<file path="src/sct_pkg.sv">
`timescale 1ns / 1ps

package sct_pkg;

  // Series arithmetic works on unsigned magnitudes at 28 fractional bits.
  localparam int FRAC   = 28;
  localparam int MAG_W  = 30;   // reduced angle magnitude
  localparam int SQ_W   = 32;   // x squared
  localparam int TERM_W = 31;   // one series term
  localparam int ACC_W  = 33;   // signed running sum
  localparam int PROD_W = 34;   // term times x squared, rounded
  localparam int NUM_W  = 35;   // dividend of the constant division
  localparam int OUT_W  = 24;

  localparam logic [33:0] PI_Q32     = 34'd13493037705;
  localparam logic [34:0] TWO_PI_Q32 = 35'd26986075410;
  localparam logic [30:0] ONE_Q28    = 31'd268435456;
  localparam logic [63:0] HALF_Q28   = 64'd134217728;

  localparam logic [OUT_W-1:0] OUT_MAX = 24'h7FFFFF;
  localparam logic [OUT_W-1:0] OUT_MIN = 24'h800000;

  typedef struct packed {
    logic signed [ACC_W-1:0] s_acc;
    logic [TERM_W-1:0]       s_term;
    logic signed [ACC_W-1:0] c_acc;
    logic [TERM_W-1:0]       c_term;
    logic [SQ_W-1:0]         x2;
    logic                    neg;
  } term_bus_t;

  typedef struct packed {
    logic signed [OUT_W-1:0] sine;
    logic signed [OUT_W-1:0] cosine;
  } result_t;

endpackage

</file>
<file path="src/sct_reduce_cell.sv">
`timescale 1ns / 1ps

module sct_reduce_cell
  import sct_pkg::*;
#(
  parameter int YW    = 41,
  parameter int SHIFT = 0
) (
  input  logic          clk,
  input  logic          rst,
  input  logic          adv,
  input  logic          vin,
  input  logic [YW-1:0] yin,
  output logic          vout,
  output logic [YW-1:0] yout
);

  localparam logic [YW-1:0] STEP = YW'(TWO_PI_Q32) << SHIFT;

  logic [YW-1:0] y_next;

  // One bit of the quotient: take away this multiple of two pi if it fits.
  assign y_next = (yin >= STEP) ? yin - STEP : yin;

  always_ff @(posedge clk) begin
    if (rst) begin
      vout <= 1'b0;
    end else if (adv) begin
      vout <= vin;
    end
  end

  always_ff @(posedge clk) begin
    if (adv) begin
      yout <= y_next;
    end
  end

endmodule

</file>
<file path="config.mk">
export PLATFORM = sky130hd
export DESIGN_NAME = sct_reduce_cell
export DESIGN_NICKNAME = d
export VERILOG_FILES = /design/src/sct_pkg.sv /design/src/sct_reduce_cell.sv
export SDC_FILE = /design/constraint.sdc
export NUM_CORES = 1
export LEC_CHECK = 0
export BUFFER_PORTS_ARGS = -buffer_cell sky130_fd_sc_hd__buf_2
export CAP_MARGIN = 30
export CORE_MARGIN = 1.5
export CORE_UTILIZATION = 45
export DETAILED_ROUTE_END_ITERATION = 12
export PLACE_DENSITY = 0.73
export SLEW_MARGIN = 20
export SYNTH_ARGS = -nofsm -noshare
export SYNTH_HDL_FRONTEND = slang
export SYNTH_SLANG_ARGS = --single-unit
</file>
<file path="constraint.sdc">
create_clock -name clk -period 2.45 [get_ports clk]
set_clock_uncertainty 0.1 [all_clocks]
set_input_delay 0.1225 -clock clk [delete_from_list [all_inputs] [get_ports clk]]
set_output_delay 0.1225 -clock clk [all_outputs]
set_load 0.01 [all_outputs]
</file>
==> flow_summary.ini <==
[place]
dp_worst_setup_slack_ps = -318.9
port_buffers = 86
hpwl_um = 4671
globalplace.congestion = 0.8745

[floorplan]
ios = 87
die_h_um = 77.12
dieWidth_um = 77.12
die_area_mm2 = 0.005947
core_area_mm2 = 0.005205
initial_core_util_pct = 47.50
num_rows = 26

[worst_setup_path]
endpoint_kind = register
crit_fanout = 21
slowest_stage = or4_1
cpPeakStageDelay_ps = 530
ff2ff_setup_slack_ps = 1220
crit_chain = buf_2, or4_1, nor4_2, nand4_1, o31ai_4, buf_4, a31o_4, o2111ai_1, xnor2_1
worstSetupStartpointType = primary input
crit_buf_inv = 2
path_delay_family = simple AND/OR/NAND/NOR gates
worstSetupPathType = in -> reg
worstPathRequired_ps = 2390
critPathArrivalTime_ps = 2300

[power_and_ir_drop]
seq_power_share_pct = 52.4
p_comb_share_pct = 22.0
internal_power_w = 0.001245
p_clk_share_pct = 25.5
p_switching_w = 0.0004594
sw_frac_of_total_pct = 26.96
finalPower_w = 0.001704
vdd_drop_max_v = 0.0002730
p_leak_nw = 1.409
pwr_density_cell_mw_per_mm2 = 508.6

[timing]
fin_tns_setup_ps = 0
setup_viol = 0
finalHoldViolations = 0
fmax_mhz = 423.9
final_max_slew_viol_count = 0
finalWorstSetupSlack_ps = 91.21
finalCriticalPeriod_ps = 2359
rsz0062_at_grt = no
worst_pin_slew_ps = 433.9
slew_headroom_pct = 70.69
finalCritPeriodShare_pct = 96.28

[global_routing]
grt_max_degree = 29
grt_pass1_vias = 2200
gr-total-overflow = 0
antenna_found_initial = 0
grt_usage_pct = 21.80
grt_pass1_wl_um = 10300

[clocking]
cts_tree = yes
cts_sinks = 42
clk_pin_slew_ps = 80
cts-root-buf = clkbuf_8
cts_buffer_depth = 2
numCtsBuffers = 5
insertion_delay_ps = 290
htree_levels = 2

[worst_hold_path]
hp-class = in -> reg

[logic_synthesis]
synth_cells = 225
syn_area_mm2 = 0.002472
yosysWarningCount = 0
synth_enable_flop_cells = 41
synth_top_family_by_area = simple AND/OR/NAND/NOR gates
avgSynthCellArea_um2 = 10.99
ys.flop_type = edfxtp_1
synth_top_cell_by_area = edfxtp_1
ys_ff_latch = 42
synthTopCellsByArea = edfxtp_1, xnor2_1, xor2_1, nor2_1, nand2_1
syn_nets = 271
muxShareOfSynthArea_pct = 0.4049
yosysUniqueCellTypes = 56
synth-compound-area-share_pct = 14.02
yosysTopAreaCellShare_pct = 49.80
ys_seq_area_share_pct = 50.61
synth-simple-area-share_pct = 18.57
synthArstFlopShare_pct = 0
synth_fa_ha_area_share_pct = 0.5061
yosys.area_share.xor_xnor_pct = 13.82

[run]
maxCapViolations = 0

[final_layout]
syn_to_final_growth_pct = 35.53
nNetsFinal = 395
fill_cells = 449
layout-drive-gt1-share_pct = 40.00
final_util_pct = 64.38
diodes = 0

[routing]
postRouteAntennaNets = 0
wl_per_cell_um = 14.33
drt_iter0_markers = 123
drc_errors = 0
vias = 2162
first_pass_iters = 4
wl_um = 6018
viasPerCell = 5.148

[outcome]
status = finished, final reports clean
[timing repair]
action / 4_1_cts / 5_1_grt
pin swaps: 0 / 1
cloned: 0 / 0
endpoints found under the setup margin: 2 / 5
endpoints found under the hold margin: 2 / 0
buffers inserted: 0 / 1
gates resized for setup: 1 / 1
hold buffers: 3 / 0
[logic make-up (layout without fill, tap and decap cells)]
logic type | count (synthesis) | count (layout)
XOR/XNOR | 39 | 39
flip-flops | 42 | 42
AND/OR/NAND/NOR | 86 | 86
adder cells (fa/ha/maj) | 1 | 1
AO/OA/AOI/OAI | 44 | 44
multiplexers | 1 | 1
buffers and inverters | 12 | 137
[per-stage QoR]
| step | hold WS [ps] | std cells | instance area (um^2) |
|---|---|---|---|
| after floorplan | 94.88 | 225 | 2472 |
| after global placement | 179.7 | 408 | 3213 |
| after detailed placement | 185.8 | 408 | 3213 |
| after CTS | 38.40 | 419 | 3337 |
| after global routing | 44.03 | 420 | 3351 |
| final | 37.45 | 420 | 3351 |
[final timing paths]
check | startpoint | end | depth (start not counted)
setup / recovery | yin[37] | yout[40] | 9
hold reg to reg | vout | vout | 3
hold / removal | yin[20] | yout[20] | 2
setup reg to reg | vout | vout | 3
[placed cells by master, fill, tap and decap left out, types with 4 or more instances in the layout]
cell type / instances
nor2_1: 23
a21oi_1: 10
nand2_1: 18
edfxtp_1: 41
buf_2: 86
nand2b_1: 4
xnor2_1: 23
inv_1: 5
clkbuf_8: 5
nor3_1: 6
buf_4: 35
nand3_1: 8
xor2_1: 16
o31ai_1: 4
[power by group through the flow]
stage | Sequential (W) | Combinational [W] | Clock, W
floorplan | 0.000956 | 0.000127 | 0
global placement | 0.000910 | 0.000365 | 0
detailed placement | 0.000911 | 0.000370 | 0
CTS | 0.000895 | 0.000376 | 0.000445
global route | 0.000903 | 0.000412 | 0.000471
finish | 0.000894 | 0.000375 | 0.000435
[layout make-up]
class | count | area (um^2) | share of cell area, %
Clock inverter | 3 | 16.27 | 0.4854
Sequential cell | 42 | 1251 | 37.34
Timing Repair Buffer | 124 | 723.2 | 21.58
Inverter | 5 | 18.77 | 0.5601
Multi-Input combinational cell | 171 | 1185 | 35.36
Clock buffer | 5 | 68.82 | 2.054
Tap cell | 70 | 87.58 | 2.614
[cell usage after synthesis (3+ instances only)]
cell type	instances
nand2b_1	4
clkbuf_1	3
o21ai_1	3
nand3_1	8
a211oi_1	3
edfxtp_1	41
a21o_1	3
a21oi_1	10
nor3_1	6
or2_2	3
o31ai_1	4
nor2_1	23
inv_1	5
nand2_1	18
xor2_1	16
xnor2_1	23
nand4b_1	3
[layer usage]
layer	wire length [um]	vias up	global-route usage (%)
met5	0	-	0
met4	97	0	7.273
met3	374	8	4.405
met2	2832	85	34.47
met1	2715	983	29.87
li1	-	1086	-
[registers in the layout (all words and copies together) (netlist names)]
name,flops
vout,1
yout,41
(Power assumes the default switching activity.)
